**src/design/sla_pkg.sv**
```systemverilog
package sla_pkg;

    localparam int ModeW    = 2;
    localparam int ByteW    = 8;
    localparam int IdxW     = 10;
    localparam int LenOutW  = 11;
    localparam int CntW     = 32;
    localparam int TimeoutW = 16;
    localparam int IdleW    = 17;

    localparam int InDataW  = 24;
    localparam int InUserW  = 2;
    localparam int OutDataW = 152;
    localparam int OutUserW = 4;

    localparam logic [ByteW-1:0]    CHAR_LF       = 8'h0A;
    localparam logic [ByteW-1:0]    CHAR_CR       = 8'h0D;
    localparam logic [TimeoutW-1:0] TIMEOUT_RESET = 16'd500;

    typedef enum logic [1:0] {
        MODE_BYTE = 2'd0,
        MODE_TICK = 2'd1,
        MODE_READ = 2'd2,
        MODE_NONE = 2'd3
    } t_sla_mode;

    typedef enum logic [2:0] {
        KIND_BYTE = 3'd0,
        KIND_TERM = 3'd1,
        KIND_TICK = 3'd2,
        KIND_READ = 3'd3,
        KIND_NONE = 3'd4
    } t_sla_kind;

    typedef enum logic [2:0] {
        EV_NONE     = 3'd0,
        EV_STORED   = 3'd1,
        EV_LINE     = 3'd2,
        EV_OVERFLOW = 3'd3,
        EV_DROPPED  = 3'd4,
        EV_RESYNC   = 3'd5
    } t_sla_event;

    typedef struct packed {
        t_sla_kind         kind;
        logic [ByteW-1:0]  data;
        logic [IdxW-1:0]   index;
    } t_sla_cmd;

    typedef struct packed {
        t_sla_event          event_res;
        logic                timed_out;
        logic [LenOutW-1:0]  line_length;
        logic [CntW-1:0]     dropped_count;
        logic [ByteW-1:0]    read_data;
        logic [CntW-1:0]     overflow_total;
        logic [CntW-1:0]     timeout_total;
        logic [CntW-1:0]     resync_total;
    } t_sla_result;

endpackage

```
**src/design/sla_front.sv**
```systemverilog
module sla_front (
    input  logic                     i_clk,
    input  logic                     i_rst_n,
    input  logic                     i_valid,
    output logic                     o_ready,
    input  logic [sla_pkg::ModeW-1:0] i_mode,
    input  logic [sla_pkg::ByteW-1:0] i_rx_byte,
    input  logic [sla_pkg::IdxW-1:0]  i_read_index,
    output logic                     o_cmd_valid,
    output sla_pkg::t_sla_cmd        o_cmd,
    input  logic                     i_cmd_ready
);
    import sla_pkg::*;

    localparam int Depth = 4;
    localparam int PtrW  = $clog2(Depth);

    t_sla_cmd        r_queue [Depth];
    logic [PtrW-1:0] r_wr_ptr;
    logic [PtrW-1:0] r_rd_ptr;
    logic [PtrW:0]   r_count;
    t_sla_cmd        cmd_in;
    logic            push;
    logic            pop;

    // Classify the word before it is queued so the back end sees one kind code.
    always_comb begin
        cmd_in.data  = i_rx_byte;
        cmd_in.index = i_read_index;
        case (t_sla_mode'(i_mode))
            MODE_BYTE: begin
                cmd_in.kind = (i_rx_byte inside {CHAR_LF, CHAR_CR}) ? KIND_TERM : KIND_BYTE;
            end
            MODE_TICK: begin
                cmd_in.kind = KIND_TICK;
            end
            MODE_READ: begin
                cmd_in.kind = KIND_READ;
            end
            default: begin
                cmd_in.kind = KIND_NONE;
            end
        endcase
    end

    assign o_ready     = (r_count != (PtrW+1)'(Depth));
    assign o_cmd_valid = (r_count != '0);
    assign o_cmd       = r_queue[r_rd_ptr];
    assign push        = i_valid && o_ready;
    assign pop         = o_cmd_valid && i_cmd_ready;

    always_ff @(posedge i_clk) begin
        if (!i_rst_n) begin
            r_wr_ptr <= '0;
            r_rd_ptr <= '0;
            r_count  <= '0;
        end else begin
            if (push) begin
                r_wr_ptr <= r_wr_ptr + 1'b1;
            end
            if (pop) begin
                r_rd_ptr <= r_rd_ptr + 1'b1;
            end
            if (push && !pop) begin
                r_count <= r_count + 1'b1;
            end else if (pop && !push) begin
                r_count <= r_count - 1'b1;
            end
        end
    end

    always_ff @(posedge i_clk) begin
        if (push) begin
            r_queue[r_wr_ptr] <= cmd_in;
        end
    end

endmodule

```
**config.mk**
```make
export PLATFORM = sky130hd
export DESIGN_NAME = sla_front
export DESIGN_NICKNAME = d
export VERILOG_FILES = /design/src/design/sla_pkg.sv /design/src/design/sla_front.sv
export SDC_FILE = /design/constraint.sdc
export NUM_CORES = 1
export LEC_CHECK = 0
export ABC_AREA = 1
export BUFFER_PORTS_ARGS = -buffer_cell sky130_fd_sc_hd__buf_2
export CAP_MARGIN = 5
export CELL_PAD_IN_SITES_DETAIL_PLACEMENT = 1
export CELL_PAD_IN_SITES_GLOBAL_PLACEMENT = 1
export CORE_MARGIN = 5
export CORE_UTILIZATION = 40
export CTS_CLUSTER_SIZE = 8
export DETAILED_ROUTE_END_ITERATION = 10
export PLACE_DENSITY = 0.75
export SLEW_MARGIN = 5
export SYNTH_ARGS = -nofsm -noshare
export SYNTH_HDL_FRONTEND = slang
export SYNTH_SLANG_ARGS = --single-unit
```
**constraint.sdc**
```tcl
create_clock -name i_clk -period 4.73 [get_ports i_clk]
set_clock_uncertainty 0.2 [all_clocks]
set_input_delay 0.473 -clock i_clk [delete_from_list [all_inputs] [get_ports i_clk]]
set_output_delay 0.473 -clock i_clk [all_outputs]
set_load 0.005 [all_outputs]
```
==> results of run 1 <==
[path summary, 6_finish.rpt]
check | endpoint | start | cells past startpoint | slack [ps]
hold / removal | r_queue[1][6]$_DFFE_PP_ | i_read_index[6] | 1 | 130
hold reg to reg | r_rd_ptr[0]$_SDFFE_PN0P_ | r_rd_ptr[0]$_SDFFE_PN0P_ | 2 | 320
setup / recovery | o_cmd[18] | register | 4 | 1760
setup reg to reg | r_queue[2][14]$_DFFE_PP_ | r_count[0]$_SDFFE_PN0P_ | 4 | 2560
[registers in the layout, summed over array words and instances (netlist names), named ones only]
name	cells
r_count	3
r_rd_ptr	2
r_wr_ptr	2
r_queue	84
[metal layers]
metal	GRT usage	part of all wire
met2	0.251	0.51
met1	0.169	0.42
met4	0.0603	0.018
met5	0	0
met3	0.0427	0.052
[cells in the mapped netlist]
master / n
sky130_fd_sc_hd__inv_6: 1
sky130_fd_sc_hd__a21oi_1: 4
sky130_fd_sc_hd__dfxtp_1: 9
sky130_fd_sc_hd__edfxtp_1: 84
sky130_fd_sc_hd__buf_6: 7
sky130_fd_sc_hd__buf_4: 2
sky130_fd_sc_hd__nor2_2: 1
sky130_fd_sc_hd__buf_2: 4
sky130_fd_sc_hd__fa_1: 1
sky130_fd_sc_hd__nand2_2: 1
sky130_fd_sc_hd__xor2_1: 1
sky130_fd_sc_hd__nand2_4: 4
sky130_fd_sc_hd__o21ai_0: 20
sky130_fd_sc_hd__o22ai_1: 21
sky130_fd_sc_hd__o21ai_1: 23
sky130_fd_sc_hd__nand2_1: 13
sky130_fd_sc_hd__nor2_1: 57
sky130_fd_sc_hd__o21a_1: 1
sky130_fd_sc_hd__inv_2: 2
sky130_fd_sc_hd__inv_1: 15
sky130_fd_sc_hd__ha_1: 7
sky130_fd_sc_hd__nor2_4: 1
sky130_fd_sc_hd__nand3_1: 4
sky130_fd_sc_hd__nand3b_1: 3
[cells by family after synthesis]
| logic type | count (synthesis) | synth area share |
|---|---|---|
| and+or+nand+nor | 84 | 0.0997 |
| AOI/OAI and AO/OA | 69 | 0.0997 |
| adders and majority gates | 8 | 0.0287 |
| xor gates and xnor gates | 1 | 0.00233 |
| buffers and inverters | 31 | 0.0497 |
| DFF | 93 | 0.720 |
[through the flow]
| stage | cells | hold slack, ps | cell area [sq um] |
|---|---|---|---|
| finish | 450 | 127 | 4240 |
| floorplan | 286 | 264 | 3750 |
| detailed placement | 434 | 310 | 4050 |
| CTS | 450 | 107 | 4240 |
| global route | 450 | 102 | 4240 |
| global placement | 434 | 288 | 4050 |
[report_power, final]
group	leakage, nW	total (W)	internal, W	switching (W)
Combinational	0.608	0.000533	0.000204	0.000328
Clock	0.0903	0.000512	0.000244	0.000268
Sequential	0.845	0.00107	0.00100	0.0000723
[layout make-up]
class                      count  area, sq um  area share
sequential                    93         2700       0.638
clock inverter                 6         62.6      0.0148
clock buffer                  10          128      0.0301
multi-input combinational    162          875       0.206
tap                          111          139      0.0328
timing repair buffer          50          260      0.0614
inverter                      18         72.6      0.0171
[worst max-delay path, delay by kind of cell (launching register included)]
family,cells,cell delay [ps]
AOI/OAI and AO/OA,2,370
DFF,1,820
buffers and inverters,2,750
==> reports/qor.log, run 1 <==
[placement] worst setup slack after placement 2130 ps
[pwr] Power, Total 0.00212 W
[global_routing] overall routing resource usage 0.146
[sta] unrepaired setup endpoints after global routing false
[final_layout] area growth from synthesis to layout 12.9%
[global_routing] antenna violations before repair 0
[placement] I/O Buffers 46
[synth] ranking of synthesized cells by area sky130_fd_sc_hd__edfxtp_1 (67%), sky130_fd_sc_hd__nor2_1 (5.7%), sky130_fd_sc_hd__dfxtp_1 (4.8%), sky130_fd_sc_hd__o22ai_1 (3.5%), sky130_fd_sc_hd__o21ai_1 (3.1%)
[status] outcome completed
[final_layout] number of filler instances in the final layout 986
[worst_setup_path] crit start category register
[synth] flip-flop and latch count after synthesis 93
[die] starting density of the core 0.408
[worst_setup_path] slowest cell delay on critical path 820 ps
[clock_network] cell chosen for the clock root sky130_fd_sc_hd__clkbuf_8
[die] Die Span Y 107 microns
[die] IO Count 47
[synth] Synthesized Nets 318
[clock_network] TritonCTS Sinks 93
[synth] sequential element share of the synthesized area 0.720
[clock_network] deepest clock path buffer count 2
[global_routing] first-pass GRT wire length 12,500 microns
[global_routing] pin count of the biggest net entering global routing 43
[routing] via count 2,326
[sta] clock period minus worst slack 2970 ps
[worst_setup_path] critical path type register to output port
[global_routing] global-route congestion overflow total 0
[final_layout] utilization after layout 0.461
[clock_network] source-to-sink clock delay at the later pin of the worst-skew pair 350 ps
[final_layout] number of nets at the end of the flow 366
[routing] Routed Antenna Nets 0
[clock_network] CTS tree yes
[worst_setup_path] Max Fanout on Critical Path 22
[die] row count 35
[final_layout] most frequent standard cell in the layout excluding fill and tap cells sky130_fd_sc_hd__edfxtp_1
[clock_network] Setup Fix Bufs, Post-CTS 0
[sta] Worst Tran Pin Value 1170 ps
[sta] relative slew slack 0.219
[routing] DR pass1 iterations 4
[sta] achievable clock frequency 336 MHz
[sta] number of pins with negative max-slew slack in the final report 0
[die] overall die area 11,400 sq um
[routing] DRC violations left 0
[final_layout] diode insertion count for antenna repair 0
[worst_setup_path] Slowest-stage cell, CP sky130_fd_sc_hd__dfxtp_1
[sta] setup ws final 1760 ps
[synth] portion of synthesized cell area occupied by the leading cell type 0.672
[pwr] Power per Cell Area 500 nW/um^2
[clock_network] CTS buffer count 9
[run] total of max-cap violations 0
[synth] yosys warns 0
[clock_network] clock-pin slew of the registers on the worst-case setup and hold paths 90 ps
[placement] placer's final routability congestion estimate 0.735
[clock_network] post-CTS resize count 0
[synth] Unique masters post-synth 24
[synth] Synth area leader sky130_fd_sc_hd__edfxtp_1
[sta] hold violation total from the final report 0
[worst_setup_path] Critical Path AT 2300 ps
[die] Die X-Extent 107 microns
[synth] Avg Cell Area, Syn 13.1 sq um
[worst_setup_path] worst path cell trace inv_1 > o21ai_1 > o22ai_1 > buf_2
[worst_setup_path] required time worst endpoint 4060 ps
[pwr] P_leak 1.54 nW
[routing] DR WL/cell 17.2 microns
[worst_hold_path] worst hold path class primary input to register
[routing] final WL 7750 microns
[placement] dpl hpwl 4980 microns
[sta] final critical-path share of the clock period 0.628
[die] area inside the core boundary 9200 sq um
[clock_network] CTS Hold Buffers Added 0
[synth] number of instances in the synthesized netlist 286
[global_routing] number of global-route vias before repair 2,467
[final_layout] proportion of layout cells with a drive suffix above 1 0.230
[synth] cell area after synthesis 3750 sq um
[sta] Final setup viols 0
[pwr] peak ir drop on the vdd network 0.260 mV
[routing] number of DRC markers in iteration 0 93
[sta] accumulated negative setup slack 0 ps
[worst_setup_path] crit end category output port
[clock_network] H-tree depth 3
[routing] vias per std cell 5.17
[final_layout] commonest cells after routing, fill and taps aside sky130_fd_sc_hd__edfxtp_1 (84), sky130_fd_sc_hd__nor2_1 (53), sky130_fd_sc_hd__buf_2 (46)
Note: power is estimated with default switching activity, not from simulation.
==> run 2, diff against run 1 <==
Settings changed: PLACE_DENSITY 0.75 to 0.78.
Clock period 4.73 ns to 2.5 ns, I/O delays scaled along.
==> run 2 against run 1 <==
Register-to-register slack got worse by 2200 ps. Clock power up 95%. Final cell count rose by 4.9%. Via count is 3.4% higher. First-iteration DRC count decreased by 34%. Sequential share of layout area fell by 3.3 points. Combinational power increased by 110%. Setup slack got worse by 1400 ps. Die area did not move. Worst hold slack worse by 110 ps. Final area rose by 5.4%. Total power is 94% higher.
==> reports/qor.log, run 2 (synthesis gave the netlist of run 1 again) <==
[clock_network] H-tree depth 3
[die] Die X-Extent 107 microns
[clock_network] deepest clock path buffer count 2
[global_routing] first-pass GRT wire length 13,500 microns
[worst_setup_path] Max Fanout on Critical Path 21
[die] starting density of the core 0.408
[final_layout] registers with the most flip-flops r_queue (84), r_count (3)
[pwr] Power per Cell Area 919 nW/um^2
[global_routing] overall routing resource usage 0.154
[global_routing] number of global-route vias before repair 2,719
[worst_hold_path] worst hold path class primary input to register
[clock_network] CTS buffer count 9
[pwr] Internal Power 0.00279 W
[placement] I/O Buffers 46
[routing] vias per std cell 5.10
[sta] Worst Tran Pin Value 677 ps
[pwr] Switching Power 0.00132 W
[die] row count 35
[worst_setup_path] crit end category output port
[clock_network] source-to-sink clock delay at the later pin of the worst-skew pair 360 ps
[clock_network] TritonCTS Sinks 93
[routing] DR WL/cell 17.6 microns
[final_layout] area growth from synthesis to layout 19.0%
[final_layout] number of flip-flops under the largest register name 84
[clock_network] clock-pin slew of the registers on the worst-case setup and hold paths 90 ps
[final_layout] commonest cells after routing, fill and taps aside sky130_fd_sc_hd__edfxtp_1 (84), sky130_fd_sc_hd__nor2_1 (53), sky130_fd_sc_hd__buf_2 (46)
[die] IO Count 47
[global_routing] antenna violations before repair 1
[global_routing] global-route congestion overflow total 0
[placement] post-place instance area 4080 sq um
[routing] DR pass1 iterations 4
[final_layout] number of nets at the end of the flow 387
[sta] relative slew slack 0.548
[final_layout] Reg with most FFs r_queue
[final_layout] proportion of layout cells with a drive suffix above 1 0.225
[pwr] portion of total power attributed to sequential cells 0.482
[sta] final critical-path share of the clock period 0.870
[pwr] peak ir drop on the vdd network 0.402 mV
[worst_setup_path] required time worst endpoint 2050 ps
[pwr] switching power share of the total 0.321
[die] area inside the core boundary 9200 sq um
[sta] number of pins with negative max-slew slack in the final report 0
[die] Die Span Y 107 microns
[clock_network] CTS Hold Buffers Added 19
[sta] Final setup viols 0
[final_layout] post-route standard cell area excluding fillers 4470 sq um
[run] total of max-cap violations 0
[pwr] P_leak 1.64 nW
[routing] Routed Antenna Nets 0
[clock_network] CTS tree yes
[final_layout] most frequent standard cell in the layout excluding fill and tap cells sky130_fd_sc_hd__edfxtp_1
[clock_network] Setup Fix Bufs, Post-CTS 0
[die] overall die area 11,400 sq um
[clock_network] cell chosen for the clock root sky130_fd_sc_hd__clkbuf_8
[sta] unrepaired setup endpoints after global routing false
[worst_setup_path] critical path type register to output port
[sta] achievable clock frequency 460 MHz
[sta] clock period minus worst slack 2170 ps
[status] outcome completed
[routing] via count 2,406
[clock_network] post-CTS resize count 0
[global_routing] pin count of the biggest net entering global routing 44
[placement] placer's final routability congestion estimate 0.769
[sta] hold violation total from the final report 0
[placement] dpl hpwl 5220 microns
[pwr] Clk pwr share 0.244
[pwr] combinational cell fraction of total power 0.275
[worst_setup_path] crit start category register
[routing] number of DRC markers in iteration 0 61
[routing] DRC violations left 0
[worst_setup_path] Critical Path AT 1720 ps
[sta] accumulated negative setup slack 0 ps
[routing] final WL 8310 microns
## run 2: cell types whose count changed in the layout (fill, tap and decap cells not counted)
cell	before	now
sky130_fd_sc_hd__clkinv_2	1	0
sky130_fd_sc_hd__dlygate4sd3_1	0	19
sky130_fd_sc_hd__clkinv_4	0	2
sky130_fd_sc_hd__diode_2	0	1
sky130_fd_sc_hd__buf_4	4	5
sky130_fd_sc_hd__clkinv_1	1	0
sky130_fd_sc_hd__buf_12	0	1
## run 2: through the flow
step	worst slack [ps]	std cells	total power, W	util	hold WS (ps)
after global placement	531	436	0.00307	0.443	260
after global routing	184	472	0.00435	0.486	16.7
final	325	472	0.00411	0.486	16.2
after detailed placement	396	436	0.00314	0.443	268
after CTS	273	471	0.00416	0.486	4.40
after floorplan	373	286	0.00274	-	149
## run 2: layout make-up
type	instances	area [sq um]
tap	111	139
sequential	93	2700
clock buffer	10	128
multi-input combinational	162	875
clock inverter	6	71.3
timing repair buffer	71	478
inverter	18	72.6
antenna	1	2.50
fill	984	4730
## run 2: worst paths after layout
check / cells past startpoint / from / slack, ps / to
max reg2reg: 13 / r_count[0]$_SDFFE_PN0P_ / 370 / r_count[2]$_SDFFE_PN0P_
min reg2reg: 2 / r_rd_ptr[0]$_SDFFE_PN0P_ / 310 / r_rd_ptr[0]$_SDFFE_PN0P_
max: 4 / register / 330 / o_cmd[12]
min: 4 / i_valid / 20 / r_wr_ptr[0]$_SDFFE_PN0P_
## run 2: power groups by stage
stage          Clock [W]  Sequential, W  Combinational, W
2_1_floorplan          0        0.00199          0.000744
3_3_place_gp           0        0.00200           0.00107
3_5_place_dp           0        0.00201           0.00113
4_1_cts          0.00103        0.00198           0.00116
5_1_grt          0.00109        0.00199           0.00127
6_report         0.00100        0.00198           0.00113
## run 2: layer usage
| metal | GRT usage | vias to the layer above | routed length (microns) |
|---|---|---|---|
| li1 | - | 1163 | - |
| met1 | 0.171 | 1194 | 3530 |
| met2 | 0.277 | 39 | 4320 |
| met3 | 0.0476 | 10 | 349 |
| met4 | 0.0566 | 0 | 114 |
| met5 | 0 | - | 0 |
## run 2: critical path, cell delays in order, from the launching register on
cell and delay (ps):
sky130_fd_sc_hd__dfxtp_1 320, sky130_fd_sc_hd__inv_1 500, sky130_fd_sc_hd__o21ai_0 210, sky130_fd_sc_hd__o22ai_1 200
sky130_fd_sc_hd__buf_2 150
==> run 3, diff against run 2 <==
Settings changed: CORE_UTILIZATION 40 to 42, PLACE_DENSITY 0.78 to 0.81.
==> run 3 against run 2 <==
Clock power is essentially flat. Combinational power is essentially flat. Utilization grew 2.7 points. First-iteration DRC count grew 120%. Clock-buffer cell count is the same. Total power shrank 0.14%. Critical path depth is the same. Setup slack lost 130 ps. Sequential share of layout area shrank 0.12 points. Die area shrank 4.3%. Global-route usage grew 0.58 points. Final area grew 0.20%. Critical endpoint is now o_cmd[1].
==> reports/qor.log, run 3 (synthesis gave the netlist of run 1 again) <==
[sta] hold violation total from the final report 0
[die] row count 34
[pwr] Switching Power 0.00130 W
[final_layout] number of filler instances in the final layout 896
[worst_setup_path] slowest cell delay on critical path 760 ps
[placement] dpl hpwl 5160 microns
[worst_hold_path] worst hold path class primary input to register
[routing] vias per std cell 5.18
[worst_setup_path] path length in cells of the critical path 4
[clock_network] clock-pin slew of the registers on the worst-case setup and hold paths 90 ps
[routing] DR WL/cell 17.8 microns
[final_layout] utilization after layout 0.513
[pwr] switching power share of the total 0.318
[worst_setup_path] Slowest-stage cell, CP sky130_fd_sc_hd__dfxtp_1
[clock_network] cell chosen for the clock root sky130_fd_sc_hd__clkbuf_8
[final_layout] number of nets at the end of the flow 389
[final_layout] diode insertion count for antenna repair 0
[global_routing] antenna violations before repair 0
[final_layout] Reg with most FFs r_queue
[sta] accumulated negative setup slack 0 ps
[worst_setup_path] RR Endpoint r_count[2]$_SDFFE_PN0P_
[sta] relative slew slack 0.554
[routing] via count 2,436
[clock_network] source-to-sink clock delay at the later pin of the worst-skew pair 350 ps
[routing] DR pass1 iterations 4
[clock_network] TritonCTS Sinks 93
[final_layout] most frequent standard cell in the layout excluding fill and tap cells sky130_fd_sc_hd__edfxtp_1
[routing] final WL 8370 microns
[global_routing] global-route congestion overflow total 0
[worst_setup_path] critical path type register to output port
[final_layout] commonest cells after routing, fill and taps aside sky130_fd_sc_hd__edfxtp_1 (84), sky130_fd_sc_hd__nor2_1 (53), sky130_fd_sc_hd__buf_2 (46)
[pwr] P_leak 1.65 nW
[clock_network] CTS buffer count 9
[pwr] Clk pwr share 0.240
[placement] Placed Cells 435
[worst_setup_path] reg-to-reg critical path startpoint r_count[0]$_SDFFE_PN0P_
[clock_network] H-tree depth 3
[worst_setup_path] Critical Path AT 1850 ps
[global_routing] first-pass GRT wire length 13,700 microns
[global_routing] number of global-route vias before repair 2,671
[pwr] portion of total power attributed to sequential cells 0.489
[sta] Final setup viols 0
[run] total of max-cap violations 0
[sta] achievable clock frequency 434 MHz
[sta] setup ws final 195 ps
[clock_network] deepest clock path buffer count 2
[routing] DRC violations left 0
[sta] clock period minus worst slack 2300 ps
[worst_setup_path] worst reg-to-reg path cell count 13
[final_layout] Final Non-Filler Cells 470
[status] outcome completed
[worst_setup_path] worst reg-to-reg setup slack 420 ps
[sta] worst hold slack 23.4 ps
[die] overall die area 10,900 sq um
[sta] number of pins with negative max-slew slack in the final report 0
[sta] final critical-path share of the clock period 0.922
[routing] Routed Antenna Nets 0
[sta] unrepaired setup endpoints after global routing false
[final_layout] number of flip-flops under the largest register name 84
[final_layout] registers with the most flip-flops r_queue (84), r_count (3)
[worst_setup_path] crit start category register
[placement] worst setup slack after placement 441 ps
[die] area inside the core boundary 8720 sq um
[placement] placer's final routability congestion estimate 0.794
[worst_setup_path] top cell family by delay on the critical path flip-flops
[final_layout] area growth from synthesis to layout 19.3%
[pwr] combinational cell fraction of total power 0.271
[worst_setup_path] crit end category output port
[global_routing] pin count of the biggest net entering global routing 43
[routing] number of DRC markers in iteration 0 135
[worst_setup_path] worst path cell trace inv_6 > o21ai_1 > o22ai_1 > buf_2
[die] Die X-Extent 105 microns
[pwr] Power per Cell Area 916 nW/um^2
[worst_setup_path] Max Fanout on Critical Path 42
[die] Die Span Y 105 microns
[worst_setup_path] end point of the critical path o_cmd[1]
[global_routing] overall routing resource usage 0.160
[placement] I/O Buffers 46
[die] IO Count 47
[worst_setup_path] WP buf/inv 2
[sta] Worst Tran Pin Value 668 ps
[worst_setup_path] required time worst endpoint 2050 ps
[final_layout] proportion of layout cells with a drive suffix above 1 0.229
[pwr] peak ir drop on the vdd network 0.380 mV
[pwr] Internal Power 0.00280 W
[die] starting density of the core 0.430
[clock_network] CTS tree yes
## run 3: worst min path at each step
stage | startpoint | endpoint | slack (ps) | cells past startpoint
final | i_cmd_ready | r_rd_ptr[1]$_SDFFE_PN0P_ | 20 | 3
after floorplan | i_read_index[0] | r_queue[0][0]$_DFFE_PP_ | 150 | 0
after global placement | i_read_index[2] | r_queue[0][2]$_DFFE_PP_ | 270 | 1
after global routing | i_cmd_ready | r_rd_ptr[1]$_SDFFE_PN0P_ | 30 | 3
after CTS | i_cmd_ready | r_rd_ptr[1]$_SDFFE_PN0P_ | 3 | 3
after detailed placement | i_read_index[6] | r_queue[0][6]$_DFFE_PP_ | 270 | 1
## run 3: worst reg2reg max path, delay by kind of cell, from the launching register on
| kind | cells | cell delay [ps] |
|---|---|---|
| flip-flops | 1 | 460 |
| AND/OR/NAND/NOR | 8 | 510 |
| buffers and inverters | 3 | 240 |
| adder cells (fa/ha/maj) | 2 | 570 |
## run 3: final cells by class
type                            instances  area (sq um)  area share
Sequential cell                        93          2700       0.604
Multi-Input combinational cell        162           875       0.195
Timing Repair Buffer                   73           493       0.110
Tap cell                              108           135      0.0302
Clock buffer                           10           128      0.0285
Inverter                               18          72.6      0.0162
Clock inverter                          6          71.3      0.0159
## run 3: power by group through the flow
| stage | registers (W) | logic, W | clock network, W |
|---|---|---|---|
| 4_1_cts | 0.00201 | 0.00113 | 0.00101 |
| 3_5_place_dp | 0.00204 | 0.00110 | 0 |
| 3_3_place_gp | 0.00202 | 0.00105 | 0 |
| 6_report | 0.00201 | 0.00111 | 0.000986 |
| 5_1_grt | 0.00202 | 0.00125 | 0.00109 |
| 2_1_floorplan | 0.00199 | 0.000744 | 0 |
## run 3: through the flow
stage | power, W | area [sq um]
after floorplan | 0.00274 | 3750
after global placement | 0.00307 | 4090
after detailed placement | 0.00314 | 4090
after CTS | 0.00415 | 4480
after global routing | 0.00437 | 4480
final | 0.00410 | 4480
## run 3: metal layers
metal  GRT usage  share of wire
met1       0.181           0.40
met2       0.283           0.54
met3      0.0512          0.044
met4      0.0546          0.018
met5           0              0
## run 3: timing repair
| item | in CTS | in global routing |
|---|---|---|
| hold buffers | 19 | 0 |
| resized for setup | 0 | 0 |
| hold endpoints to repair | 76 | 0 |
| setup buffers | 0 | 0 |
